$ cat src/soq_pkg.sv
// Shared types, constants and helper functions for the seat occupancy qualifier.
// Depends on nothing; every other file imports it.
`timescale 1ns / 1ps

package soq_pkg;

  localparam int unsigned RunW    = 8;
  localparam int unsigned SampleW = 16;
  localparam int unsigned ScaledW = SampleW + 2;
  localparam int unsigned PaddrW  = 4;
  localparam int unsigned PdataW  = 32;

  // Band limits on the scaled sample (inclusive)
  localparam logic [ScaledW-1:0] OccLow    = ScaledW'(2000);
  localparam logic [ScaledW-1:0] OccHigh   = ScaledW'(10000);
  localparam logic [ScaledW-1:0] UnoccLow  = ScaledW'(12000);
  localparam logic [ScaledW-1:0] UnoccHigh = ScaledW'(20000);

  localparam logic [RunW-1:0] RunMax      = {RunW{1'b1}};
  localparam logic [RunW-1:0] ThreshReset = RunW'(10);

  // Register indexes, taken from paddr[3:2]
  localparam logic [1:0] RegOccThresh   = 2'd0;
  localparam logic [1:0] RegUnoccThresh = 2'd1;
  localparam logic [1:0] RegUnkThresh   = 2'd2;

  localparam logic ModeSample   = 1'b0;
  localparam logic ModeEvaluate = 1'b1;

  typedef enum logic [1:0] {
    ST_UNOCCUPIED = 2'd0,
    ST_OCCUPIED   = 2'd1,
    ST_UNKNOWN    = 2'd2
  } status_e;

  typedef enum logic [1:0] {
    BAND_UNOCC,
    BAND_OCC,
    BAND_UNDET,
    BAND_NONE
  } band_e;

  typedef struct packed {
    logic [RunW-1:0] occ;
    logic [RunW-1:0] unocc;
    logic [RunW-1:0] unk;
  } thresh_t;

  typedef struct packed {
    logic [RunW-1:0] occ;
    logic [RunW-1:0] unocc;
    logic [RunW-1:0] undet;
  } runs_t;

  function automatic band_e classify(input logic [SampleW-1:0] raw);
    logic [ScaledW-1:0] v;
    band_e              b;
    v = {raw, 2'b00};
    if (v >= UnoccLow && v <= UnoccHigh) begin
      b = BAND_UNOCC;
    end else if (v >= OccLow && v <= OccHigh) begin
      b = BAND_OCC;
    end else if (v < UnoccLow) begin
      b = BAND_UNDET;
    end else begin
      b = BAND_NONE;
    end
    return b;
  endfunction

  function automatic logic [RunW-1:0] bump(input logic [RunW-1:0] c);
    return (c == RunMax) ? c : c + RunW'(1);
  endfunction

endpackage

$ cat src/soq_regs.sv
// APB-style threshold register file for the seat occupancy qualifier.
// Depends on soq_pkg.
`timescale 1ns / 1ps

module soq_regs (
  input  logic                       clk_i,
  input  logic                       rst_ni,
  input  logic                       psel,
  input  logic                       penable,
  input  logic                       pwrite,
  input  logic [soq_pkg::PaddrW-1:0] paddr,
  input  logic [soq_pkg::PdataW-1:0] pwdata,
  output logic [soq_pkg::PdataW-1:0] prdata,
  output logic                       pready,
  output soq_pkg::thresh_t           thresh_o
);
  import soq_pkg::*;

  thresh_t    thresh_q;
  logic       wr_en;
  logic [1:0] reg_idx;

  assign pready  = 1'b1;
  assign wr_en   = psel && penable && pwrite;
  assign reg_idx = paddr[3:2];

  always_ff @(posedge clk_i or negedge rst_ni) begin
    if (!rst_ni) begin
      thresh_q.occ   <= ThreshReset;
      thresh_q.unocc <= ThreshReset;
      thresh_q.unk   <= ThreshReset;
    end else if (wr_en) begin
      case (reg_idx)
        RegOccThresh:   thresh_q.occ   <= pwdata[RunW-1:0];
        RegUnoccThresh: thresh_q.unocc <= pwdata[RunW-1:0];
        RegUnkThresh:   thresh_q.unk   <= pwdata[RunW-1:0];
        default:        ;
      endcase
    end
  end

  always_comb begin
    case (reg_idx)
      RegOccThresh:   prdata = {{(PdataW-RunW){1'b0}}, thresh_q.occ};
      RegUnoccThresh: prdata = {{(PdataW-RunW){1'b0}}, thresh_q.unocc};
      RegUnkThresh:   prdata = {{(PdataW-RunW){1'b0}}, thresh_q.unk};
      default:        prdata = '0;
    endcase
  end

  assign thresh_o = thresh_q;

endmodule

$ cat src/soq_core.sv
// Run counters and status machine of the seat occupancy qualifier.
// Depends on soq_pkg; updates once per item presented with fire_i.
`timescale 1ns / 1ps

module soq_core (
  input  logic                        clk_i,
  input  logic                        rst_ni,
  input  logic                        fire_i,
  input  logic                        mode_i,
  input  logic [soq_pkg::SampleW-1:0] sample_i,
  input  soq_pkg::thresh_t            thresh_i,
  output logic [1:0]                  status_next_o
);
  import soq_pkg::*;

  logic [1:0] status_q, status_d;
  runs_t      runs_q, runs_d;
  band_e      band;
  logic       occ_met, unocc_met, und_met;

  assign band      = classify(sample_i);
  assign occ_met   = runs_q.occ   >= thresh_i.occ;
  assign unocc_met = runs_q.unocc >= thresh_i.unocc;
  assign und_met   = runs_q.undet >= thresh_i.unk;

  always_comb begin
    status_d = status_q;
    runs_d   = runs_q;
    if (mode_i == ModeSample) begin
      case (band)
        BAND_UNOCC: runs_d = '{occ: '0, unocc: bump(runs_q.unocc), undet: '0};
        BAND_OCC:   runs_d = '{occ: bump(runs_q.occ), unocc: '0, undet: '0};
        BAND_UNDET: runs_d = '{occ: '0, unocc: '0, undet: bump(runs_q.undet)};
        default:    ; // above the top band: drop the sample
      endcase
    end else begin
      case (status_q)
        ST_UNOCCUPIED: begin
          if (occ_met) begin
            status_d = ST_OCCUPIED;
            runs_d   = '0;
          end else if (und_met) begin
            status_d = ST_UNKNOWN;
            runs_d   = '0;
          end
        end
        ST_OCCUPIED: begin
          if (unocc_met) begin
            status_d = ST_UNOCCUPIED;
            runs_d   = '0;
          end else if (und_met) begin
            status_d = ST_UNKNOWN;
            runs_d   = '0;
          end
        end
        ST_UNKNOWN: begin
          if (occ_met) begin
            status_d = ST_OCCUPIED;
            runs_d   = '0;
          end else if (unocc_met) begin
            status_d = ST_UNOCCUPIED;
            runs_d   = '0;
          end
        end
        default: status_d = ST_UNKNOWN; // illegal code: recover, keep counters
      endcase
    end
  end

  always_ff @(posedge clk_i or negedge rst_ni) begin
    if (!rst_ni) begin
      status_q <= ST_UNOCCUPIED;
      runs_q   <= '0;
    end else if (fire_i) begin
      status_q <= status_d;
      runs_q   <= runs_d;
    end
  end

  assign status_next_o = status_d;

endmodule

$ cat src/seat_occupancy_qualifier.sv
// Top level of the seat occupancy qualifier: input register, result register, handshakes.
// Depends on soq_pkg, soq_regs and soq_core.
//
//   channel | signals                                         | direction
//   in      | in_valid_i, in_stall_o, mode_i, sample_i        | item in
//   out     | out_valid_o, out_stall_i, seat_status_o         | result out
//   cfg     | psel, penable, pwrite, paddr, pwdata, prdata,   | thresholds
//           | pready                                          |
//
// Each item is held in the input register and then moves into the result register;
// one item is taken every cycle while in_stall_o is low. The run counters and status update
// as an item moves into the result register, so the next item sees them at once.
// Reset clears the valid flags, counters and status (unoccupied), thresholds to 10.
// A stall on the output holds the result register; in_stall_o rises only while both
// registers are full and the output is stalled.
`timescale 1ns / 1ps

module seat_occupancy_qualifier (
  input  logic                        clk_i,
  input  logic                        rst_ni,
  input  logic                        in_valid_i,
  output logic                        in_stall_o,
  input  logic                        mode_i,
  input  logic [soq_pkg::SampleW-1:0] sample_i,
  output logic                        out_valid_o,
  input  logic                        out_stall_i,
  output logic [1:0]                  seat_status_o,
  input  logic                        psel,
  input  logic                        penable,
  input  logic                        pwrite,
  input  logic [soq_pkg::PaddrW-1:0]  paddr,
  input  logic [soq_pkg::PdataW-1:0]  pwdata,
  output logic [soq_pkg::PdataW-1:0]  prdata,
  output logic                        pready
);
  import soq_pkg::*;

  thresh_t            thresh;
  logic               in_valid_q;
  logic               mode_q;
  logic [SampleW-1:0] sample_q;
  logic               out_valid_q;
  logic [1:0]         status_q;
  logic [1:0]         status_next;
  logic               out_free;
  logic               fire;

  assign out_free   = !out_valid_q || !out_stall_i;
  assign fire       = in_valid_q && out_free;
  assign in_stall_o = in_valid_q && !out_free;

  soq_regs u_regs (
    .clk_i    (clk_i),
    .rst_ni   (rst_ni),
    .psel     (psel),
    .penable  (penable),
    .pwrite   (pwrite),
    .paddr    (paddr),
    .pwdata   (pwdata),
    .prdata   (prdata),
    .pready   (pready),
    .thresh_o (thresh)
  );

  soq_core u_core (
    .clk_i         (clk_i),
    .rst_ni        (rst_ni),
    .fire_i        (fire),
    .mode_i        (mode_q),
    .sample_i      (sample_q),
    .thresh_i      (thresh),
    .status_next_o (status_next)
  );

  // Input register: take a transfer whenever it is not held
  always_ff @(posedge clk_i or negedge rst_ni) begin
    if (!rst_ni) begin
      in_valid_q <= 1'b0;
    end else if (!in_stall_o) begin
      in_valid_q <= in_valid_i;
    end
  end

  always_ff @(posedge clk_i) begin
    if (!in_stall_o && in_valid_i) begin
      mode_q   <= mode_i;
      sample_q <= sample_i;
    end
  end

  // Result register: advance when free, hold under stall
  always_ff @(posedge clk_i or negedge rst_ni) begin
    if (!rst_ni) begin
      out_valid_q <= 1'b0;
    end else if (out_free) begin
      out_valid_q <= in_valid_q;
    end
  end

  always_ff @(posedge clk_i) begin
    if (fire) begin
      status_q <= status_next;
    end
  end

  assign out_valid_o   = out_valid_q;
  assign seat_status_o = status_q;

endmodule

$ cat config.mk
export PLATFORM = sky130hd
export DESIGN_NAME = seat_occupancy_qualifier
export DESIGN_NICKNAME = d
export VERILOG_FILES = /design/src/soq_pkg.sv /design/src/soq_regs.sv /design/src/soq_core.sv /design/src/seat_occupancy_qualifier.sv
export SDC_FILE = /design/constraint.sdc
export NUM_CORES = 1
export LEC_CHECK = 0
export BUFFER_PORTS_ARGS = -buffer_cell sky130_fd_sc_hd__buf_2
export CAP_MARGIN = 20
export CORE_ASPECT_RATIO = 1.4
export CORE_MARGIN = 2
export CORE_UTILIZATION = 55
export CTS_CLUSTER_DIAMETER = 40
export DETAILED_ROUTE_END_ITERATION = 10
export HOLD_SLACK_MARGIN = 0.06
export PLACE_DENSITY = 0.84
export SETUP_SLACK_MARGIN = 0.02
export SLEW_MARGIN = 10
export SYNTH_ARGS = -nofsm -noshare
export SYNTH_HDL_FRONTEND = slang
export SYNTH_SLANG_ARGS = --single-unit
$ cat constraint.sdc
create_clock -name clk_i -period 6.1 [get_ports clk_i]
set_input_delay 0 -clock clk_i [delete_from_list [all_inputs] [get_ports clk_i]]
set_output_delay 0 -clock clk_i [all_outputs]
set_load 0.05 [all_outputs]
# Word level (Yosys, flattened, before mapping)
# Index checks and enable logic that the tools add are counted.
# word_totals
reg_bits	71
in_bits	60
out_inout_bits	37
elab_cells	81
# classes
addsub	3
order_cmp	8
eq_ne	14
muxes	22
reduce_logical	22
# op_table
op	count
$mux W24	6
$pmux W24 S3	2
$add A8 B1 Y8 const B	3
$eq A8 B8 Y1 const B	3
$ge A8 B8 Y1	3
$mux W8	3
$pmux W8 S3	1
$ge A18 B11 Y1 const B	1
$ge A18 B14 Y1 const B	1
$le A18 B14 Y1 const B	1
$le A18 B15 Y1 const B	1
$lt A18 B14 Y1 const B	1
$mux W2	8
$reduce_and A5 Y1	3
$ne A3 B3 Y1 const B	3
$logic_and A1 B1 Y1	7
$eq A2 B1 Y1 const B	3
$eq A2 B2 Y1 const B	3
$logic_not A2 Y1	3
$pmux W2 S3	1
$reduce_and A2 Y1	3
$logic_not A1 Y1	4
$ne A4 B1 Y1 const B	1
$ne A4 B2 Y1 const B	1
other kinds (3)	3

# Logic depth before layout (Yosys ltp)
# Gate-level depths: netlist of the first run.
# depth
depth_word	7
depth_mapped	12
depth_no_buf	11

# Modules after synthesis
# A second synthesis of the first run with hierarchy kept.
# unflattened
hier_cells	435
hier_area_um2	4395.5
# by_module_without_submodules
module	instances	cells_each	area_per_inst_um2	seq_area_each_um2
soq_core	1	300	2391.0	650.6
soq_regs	1	108	1341.3	608.1
seat_occupancy_qualifier	1	27	663.1	620.6

# Least setup slack after synthesis of the first run
# Ideal clock, no wire load.
# synth_timing
path_type	reg2reg
start	register sample_q[10]
end	register u_core.runs_q[5] (netlist bit)
setup_time_ps	82
arrival_time_ps	2783
t_required_ps	6018
slack_ps	3235
path_stages_with_launch	12
path_buffers	1
synth_period_minus_slack_ps	2865
cell_sequence	edfxtp_1 -> or4_4 -> o311ai_4 -> a32oi_2 -> nand2_1 -> inv_1 -> ha_1 -> a311oi_1 -> a21oi_4 -> nor4bb_1 -> buf_2 -> a31oi_1
# synth_between
elab_chain_cells	7
elab_cells_between_ends	18
classes_between	order compare (5); eq/ne (3); mux (5); reduce/logical (5)
# synth_lines
element	line	source
start: declaration	seat_occupancy_qualifier.sv:41	logic [SampleW-1:0] sample_q;
start signal: assignment	seat_occupancy_qualifier.sv:87	sample_q <= sample_i;
$lt A18 B14 Y1 (tied with other cells)	soq_pkg.sv:63	end else if (v < UnoccLow) begin
$mux W1 or $logic_and A1 B1 Y1 (tied branches)	soq_pkg.sv:63, soq_pkg.sv:61	
$mux W2	soq_pkg.sv:61	end else if (v >= OccLow && v <= OccHigh) begin
$mux W2 (*)	soq_pkg.sv:59	if (v >= UnoccLow && v <= UnoccHigh) begin
$eq A2 B2 Y1 (tied with other cells)	soq_core.sv:30	case (band)
$ne A3 B3 Y1 (no line) (tied with other cells)	--	
$reduce_and A5 Y1 (no line) or $mux W24 (tied branches)	--	
end signal: assignment	soq_core.sv:76	runs_q <= runs_d;
end: declaration	soq_core.sv:17	runs_t runs_q, runs_d;
# Every way passes the cells marked *; elsewhere a longest branch is shown, timed or not.
# A chain may end at the register's enable or synchronous reset.

# Final worst setup path of the first run
# layout_timing
start	register sample_q[10]
end	register u_core.runs_q[14] (netlist bit)
# layout_between
elab_chain_cells	7
elab_cells_between_ends	18
classes_between	order compare (5); eq/ne (3); mux (5); reduce/logical (5)
# layout_lines
element	line
$lt A18 B14 Y1 (tied with other cells)	soq_pkg.sv:63
$mux W1 or $logic_and A1 B1 Y1 (tied branches)	soq_pkg.sv:63, soq_pkg.sv:61
$mux W2	soq_pkg.sv:61
$mux W2 (*)	soq_pkg.sv:59
$eq A2 B1 Y1 (tied with other cells)	soq_core.sv:30
$reduce_bool A4 Y1 (no line) (tied with other cells)	--
$reduce_and A5 Y1 (no line) or $mux W24 (tied branches)	--
# Marks and branches as above.

==> run summary, run 1 <==
Status = complete, no violations
Critical path cell sequence = or4_4, o311ai_4, nand3_1, and3_1, ha_1, nor3_1, nand2_1, o221ai_1
Post-synth EDFFs = 19
Post-synthesis mux area share = 0.0484
Crit path max fanout = 8
P_int = 1.04 mW
Post-synth design cell area = 4390 um^2
Count of final setup violators = 0
Synth Area in Simple Gates = 0.169
Pins Over Slew Limit = 0
TritonCTS clock tree = done
R2r setup slk = 2.68 ns
CP max stage cell = nor3_1
Vias in the first global route = 3642
CTS sink cnt = 71
Synth unique cells = 59
Total Wirelength = 9800 um
Total power = 1.66 mW
Final worst slack = 2.68 ns
Hold Path Stages = 6
Flops & latches, synth = 71
CTS root buffer = clkbuf_8
Switching part of the total = 0.374
Hold EP = u_regs.thresh_o[1]
Residual DRC count = 0
Clock share of power = 0.243
Post-route clock period utilization = 0.561
Final instance area = 5130 um^2
Worst min path class = primary input to register
CTS Buf Count = 9
Final min period = 3.42 ns
Startpoint class of the critical path = register
Floorplan die width = 79.5 um
RSZ-0062 raised after global routing = false
Iteration-0 DRC count of the detailed router = 262
Std-Cell Rows = 38
# Max-Cap Violations = 0
Final hold violation count = 0
Compound-cell area share of the yosys netlist = 0.161
Clk pin slew, worst setup/hold paths = 0.08 ns
Synth Instances = 454
FILL cells = 580
Reg-to-reg critical path startpoint = sample_q[10]
Seq pwr share = 0.407
Post-synth top flop = dfrtp_1
Top post-synthesis cells by area = dfrtp_1, edfxtp_1, ha_1
Final antenna-violating net count = 0
Layout cells sized above 1 = 0.160
CORE AREA = 7750 um^2
Gr usage total = 0.245
First-pass DRT Iterations = 4
Worst hold-check slack = 0.211 ns
Nets = 625
Initial antenna violation count = 0
Register area share after synthesis = 0.428
Post-synthesis adder-cell area fraction = 0.0968
Count leader, synth = inv_1
Area Growth Syn to Fin = 16.8%
Placed cell count = 591
Pwr Density = 323 nW/um^2
Port Buffers = 45
# IOs = 97
Combinational family with the most area after synthesis = simple AND/OR/NAND/NOR gates
Setup TNS = 0 ns
Total congestion overflow = 0
CTS max path bufs = 2
Routed WL per cell = 15.4 um
FF-to-FF path depth = 8
Die ar. = 8730 um^2
Largest net degree at the start of global routing = 53
Avg Cell Area, Syn = 9.68 um^2
Routed vias/inst = 5.77
GP Congestion = 0.935
Top cells by count, synth = inv_1, dfrtp_1, nand2_1, o21ai_0, ha_1
H-tree levels = 3
XOR/XNOR share of the synthesized area = 0
WP data arrival = 3.68 ns
Placed instance area = 4640 um^2
Slew @ Worst Pin = 0.813 ns
Worst-skew pair later-pin latency = 0.36 ns
Post-route core utilization = 0.662
Worst hold start = penable
Delay of the slowest critical-path stage = 0.68 ns
First-pass GRT wire length = 16400 um
Share of the synthesized area in the top cell type = 0.262
CP Data Required Time = 6.36 ns
Ys async rst share = 0.732
Synth warn = 0
Antenna diodes = 0
Slew headroom = 0.455
Cell taking the most area after synthesis = dfrtp_1
DP Worst Slack = 2.71 ns
Clk_skew = 0.00751 ns
Comb power frac = 0.350
Maximum vdd drop = 0.000243 V
DP Wirelength = 6800 um
CP Capture Type = register
Switch Pwr = 0.621 mW
Critical path type = register to register
Resized Gates After CTS = 0
Initial Utilization = 0.567
Achievable Freq = 292 MHz
Post-Layout Cell Count = 636
P_leak = 2.31 nW
Chip height = 110 um
Routed via count = 3672
RR Endpoint = u_core.runs_q[14]
[layout make-up]
class / count / area (um^2) / share of cell area
clock inverter: 4 / 71.3 / 0.0139
multi-input combinational: 321 / 2180 / 0.426
tap: 100 / 125 / 0.0244
inverter: 50 / 188 / 0.0366
timing repair buffer: 78 / 549 / 0.107
sequential: 71 / 1880 / 0.366
clock buffer: 12 / 135 / 0.0263
[logic make-up (layout without fill, tap and decap cells)]
| family | Yosys count | in the layout |
|---|---|---|
| AND/OR/NAND/NOR | 139 | 139 |
| AO/OA/AOI/OAI | 103 | 103 |
| buffers and inverters | 85 | 144 |
| flip-flops | 71 | 71 |
| adder cells (fa/ha/maj) | 34 | 34 |
| multiplexers | 20 | 20 |
| other | 2 | 25 |
[critical path: cells and delay by family, from the launching register on]
kind            cells  cell delay (ns)
fa+ha+maj           1             0.36
simple gates        5             1.97
compound gates      2             0.53
flops               1             0.45
[sequential cells by signal, summed over array words and instances (netlist names)]
register / cells
in_valid_q: 1
mode_q: 1
out_valid_o: 1
sample_q: 16
seat_status_o: 2
u_core.runs_q: 24
u_core.status_q: 2
u_regs.thresh_o: 24
[power groups by stage]
stage / Clock [mW] / Sequential [mW] / Combinational (mW)
final: 0.403 / 0.675 / 0.580
after global routing: 0.429 / 0.688 / 0.645
after CTS: 0.409 / 0.674 / 0.574
after detailed placement: 0 / 0.682 / 0.553
after global placement: 0 / 0.675 / 0.521
after floorplan: 0 / 0.670 / 0.428
[placed cells by master (no fill, tap or decap), types with 4 or more instances in the layout]
cell type	synthesis	layout
a211oi_1	5	5
a21o_1	4	4
a21oi_1	12	12
a31oi_1	8	8
and2_1	5	5
and3_1	4	4
buf_2	2	45
clkbuf_8	0	9
conb_1	2	25
dfrtp_1	46	46
dfstp_2	6	6
dlygate4sd3_1	0	29
edfxtp_1	19	19
ha_1	34	34
inv_1	50	50
mux2_2	10	10
mux2i_1	10	10
nand2_1	45	45
nand2b_1	9	9
nand3_1	24	24
nand4_1	9	9
nor2_1	9	9
nor2b_1	4	4
nor3_1	13	13
nor4_1	5	5
o21ai_0	39	39
o221ai_1	10	10
[how the worst max path moves through the flow]
stage / from / endpoint / slack, ns
3_5_place_dp: sample_q[10] / u_core.runs_q[1] / 2.71
5_1_grt: sample_q[10] / u_core.runs_q[1] / 2.39
6_report: sample_q[10] / u_core.runs_q[14] / 2.68
2_1_floorplan: sample_q[10] / u_core.runs_q[5] / 3.24
4_1_cts: sample_q[10] / u_core.runs_q[1] / 2.70
3_3_place_gp: sample_q[10] / u_core.runs_q[5] / 2.56
[timing repair]
| action | CTS | global route |
|---|---|---|
| hold endpoints to repair | 89 | 0 |
| hold buffers | 29 | 0 |
| setup endpoints to repair | 0 | 0 |
| buffers inserted | 0 | 0 |
[per-layer routing]
metal | part of all wire | up-vias | global-route usage
li1 | - | 1749 | -
met1 | 0.38 | 1762 | 0.260
met2 | 0.53 | 127 | 0.446
met3 | 0.041 | 34 | 0.0583
met4 | 0.047 | 0 | 0.124
met5 | 0 | - | 0
(Power assumes the default switching activity.)
==> run 2, diff against run 1 <==
--- a/config.mk
+++ b/config.mk
@@ -9,11 +9,11 @@
 export CAP_MARGIN = 20
 export CORE_ASPECT_RATIO = 1.4
 export CORE_MARGIN = 2
-export CORE_UTILIZATION = 55
+export CORE_UTILIZATION = 50
 export CTS_CLUSTER_DIAMETER = 40
 export DETAILED_ROUTE_END_ITERATION = 10
 export HOLD_SLACK_MARGIN = 0.06
-export PLACE_DENSITY = 0.84
+export PLACE_DENSITY = 0.8
 export SETUP_SLACK_MARGIN = 0.02
 export SLEW_MARGIN = 10
 export SYNTH_ARGS = -nofsm -noshare
==> constraint.sdc (replaced) <==
create_clock -name clk_i -period 3.1 [get_ports clk_i]
set_input_delay 0 -clock clk_i [delete_from_list [all_inputs] [get_ports clk_i]]
set_output_delay 0 -clock clk_i [all_outputs]
set_load 0.05 [all_outputs]
==> run summary, run 2 (same netlist as run 1, synthesis figures left out) <==
Placed cell count = 600
Setup crit start = sample_q[9]
Status = complete, no violations
Routed WL per cell = 15.9 um
Crit path max fanout = 12
Port Buffers = 45
Slew headroom = 0.435
Final min period = 3.03 ns
WL met1 = 3900 um
CP Data Required Time = 3.35 ns
Commonest non-fill, non-tap cell in the layout = inv_1
CTS root buffer = clkbuf_16
Total power = 3.64 mW
Uppermost routed layer = met4
Total congestion overflow = 0
Gr usage total = 0.228
Iteration-0 DRC count of the detailed router = 245
Layout cells sized above 1 = 0.198
Clk_skew = 0.00679 ns
Final antenna-violating net count = 0
Startpoint class of the critical path = register
FILL cells = 656
Vias in the first global route = 3805
RR Endpoint = u_core.runs_q[7]
R2r setup slk = 0.07 ns
Post-Layout Cell Count = 661
Die ar. = 9560 um^2
# Max-Cap Violations = 0
Routed vias/inst = 5.67
CP Capture Type = register
Wire length on met2 = 5810 um
Pwr Density = 672 nW/um^2
Slew @ Worst Pin = 0.847 ns
Pins Over Slew Limit = 0
Commonest non-fill, non-tap cells in the layout = inv_1, dfrtp_1, buf_2
Critical path cell sequence = or4_4, o311ai_4, a32oi_2, nand2_1, inv_1, ha_1, a311oi_1, buf_4, a21oi_4, nor4bb_4, buf_4, a31oi_1
Final worst slack = 0.0663 ns
CP max stage cell = or4_4
Antenna diodes = 0
Most frequent CP cell = buf_4
# IOs = 97
Critical path type = register to register
Multi-input logic area = 2200 um^2
Residual DRC count = 0
CTS max path bufs = 2
FF-to-FF path depth = 12
CTS Buf Count = 9
Area Growth Syn to Fin = 23.2%
Largest net degree at the start of global routing = 37
Met3 WL post-DR = 399 um
WP data arrival = 3.29 ns
Worst-skew pair later-pin latency = 0.34 ns
FF/Latch Area = 1880 um^2
Delay of the slowest critical-path stage = 0.54 ns
TritonCTS clock tree = done
Initial Utilization = 0.513
Floorplan die width = 83.2 um
P_leak = 2.47 nW
Count of final setup violators = 0
First-pass GRT wire length = 17300 um
Nets = 645
CORE AREA = 8560 um^2
CP Capture Point = u_core.runs_q[7]
Post-route core utilization = 0.632
Routed via count = 3748
Post-route clock period utilization = 0.979
Final hold violation count = 0
Clk pin slew, worst setup/hold paths = 0.05 ns
Maximum vdd drop = 0.000534 V
DP Worst Slack = 0.00881 ns
Placed instance area = 4670 um^2
GP Congestion = 0.918
Achievable Freq = 330 MHz
Chip height = 115 um
First-pass DRT Iterations = 5
Final instance area = 5410 um^2
Worst min path class = primary input to register
H-tree levels = 3
DP Wirelength = 7200 um
Initial antenna violation count = 0
CTS sink cnt = 71
Reg-to-reg critical path startpoint = sample_q[9]
Total Wirelength = 10500 um
Std-Cell Rows = 40
==> run 2: cell types whose count changed in the layout (fill, tap and decap cells not counted), moves of 2 or more <==
cell	change
buf_4	+21
clkbuf_1	-2
clkbuf_16	+9
clkbuf_8	-9
o21ai_0	-3
o21ai_1	+3
==> run 2: layout make-up <==
class                      instances  area share
multi-input combinational        321       0.407
sequential                        71       0.347
clock buffer                      10      0.0423
timing repair buffer              98       0.129
clock inverter                     6      0.0157
inverter                          50      0.0347
tap                              105      0.0243
==> run 2: timing repair <==
action / 4_1_cts / 5_1_grt
setup buffers: 7 / 9
endpoints found under the hold margin: 74 / 0
resized for setup: 0 / 6
gates cloned: 0 / 0
setup endpoints to repair: 8 / 24
pin swaps: 2 / 4
hold buffers: 29 / 0
==> run 2: routing by layer <==
metal,vias up,track usage
met5,-,0
met4,0,0.119
met3,31,0.0488
met2,124,0.434
met1,1803,0.235
li1,1790,-
==> run 2: how the worst min path moves through the flow <==
stage	endpoint	slack [ns]	from	depth (start not counted)
global placement	u_core.runs_q[2]	0.13	rst_ni	1
finish	u_regs.thresh_o[1]	0.24	penable	6
CTS	u_regs.thresh_o[19]	0.23	paddr[3]	5
detailed placement	u_regs.thresh_o[0]	0.14	rst_ni	1
global route	u_regs.thresh_o[19]	0.28	penable	6
floorplan	in_valid_q	-0.30	rst_ni	0
==> run 2: through the flow <==
step           setup TNS (ns)  hold slack [ns]
2_1_floorplan               0           -0.296
3_3_place_gp                0            0.129
3_5_place_dp                0            0.142
4_1_cts                     0            0.234
5_1_grt                -0.419            0.278
6_report                    0            0.244
==> run 2: critical path: cells and delay by family, from the launching register on <==
family,cells,cell delay [ns]
buffers and inverters,3,0.43
AO/OA/AOI/OAI,5,1.01
AND/OR/NAND/NOR,3,0.91
flip-flops,1,0.42
adder cells (fa/ha/maj),1,0.19
==> run 2: power by group <==
part           leakage [nW]  internal, mW  switching, mW
clock network         0.150         0.701          0.393
registers             0.835          1.16          0.178
logic                  1.48         0.480          0.727
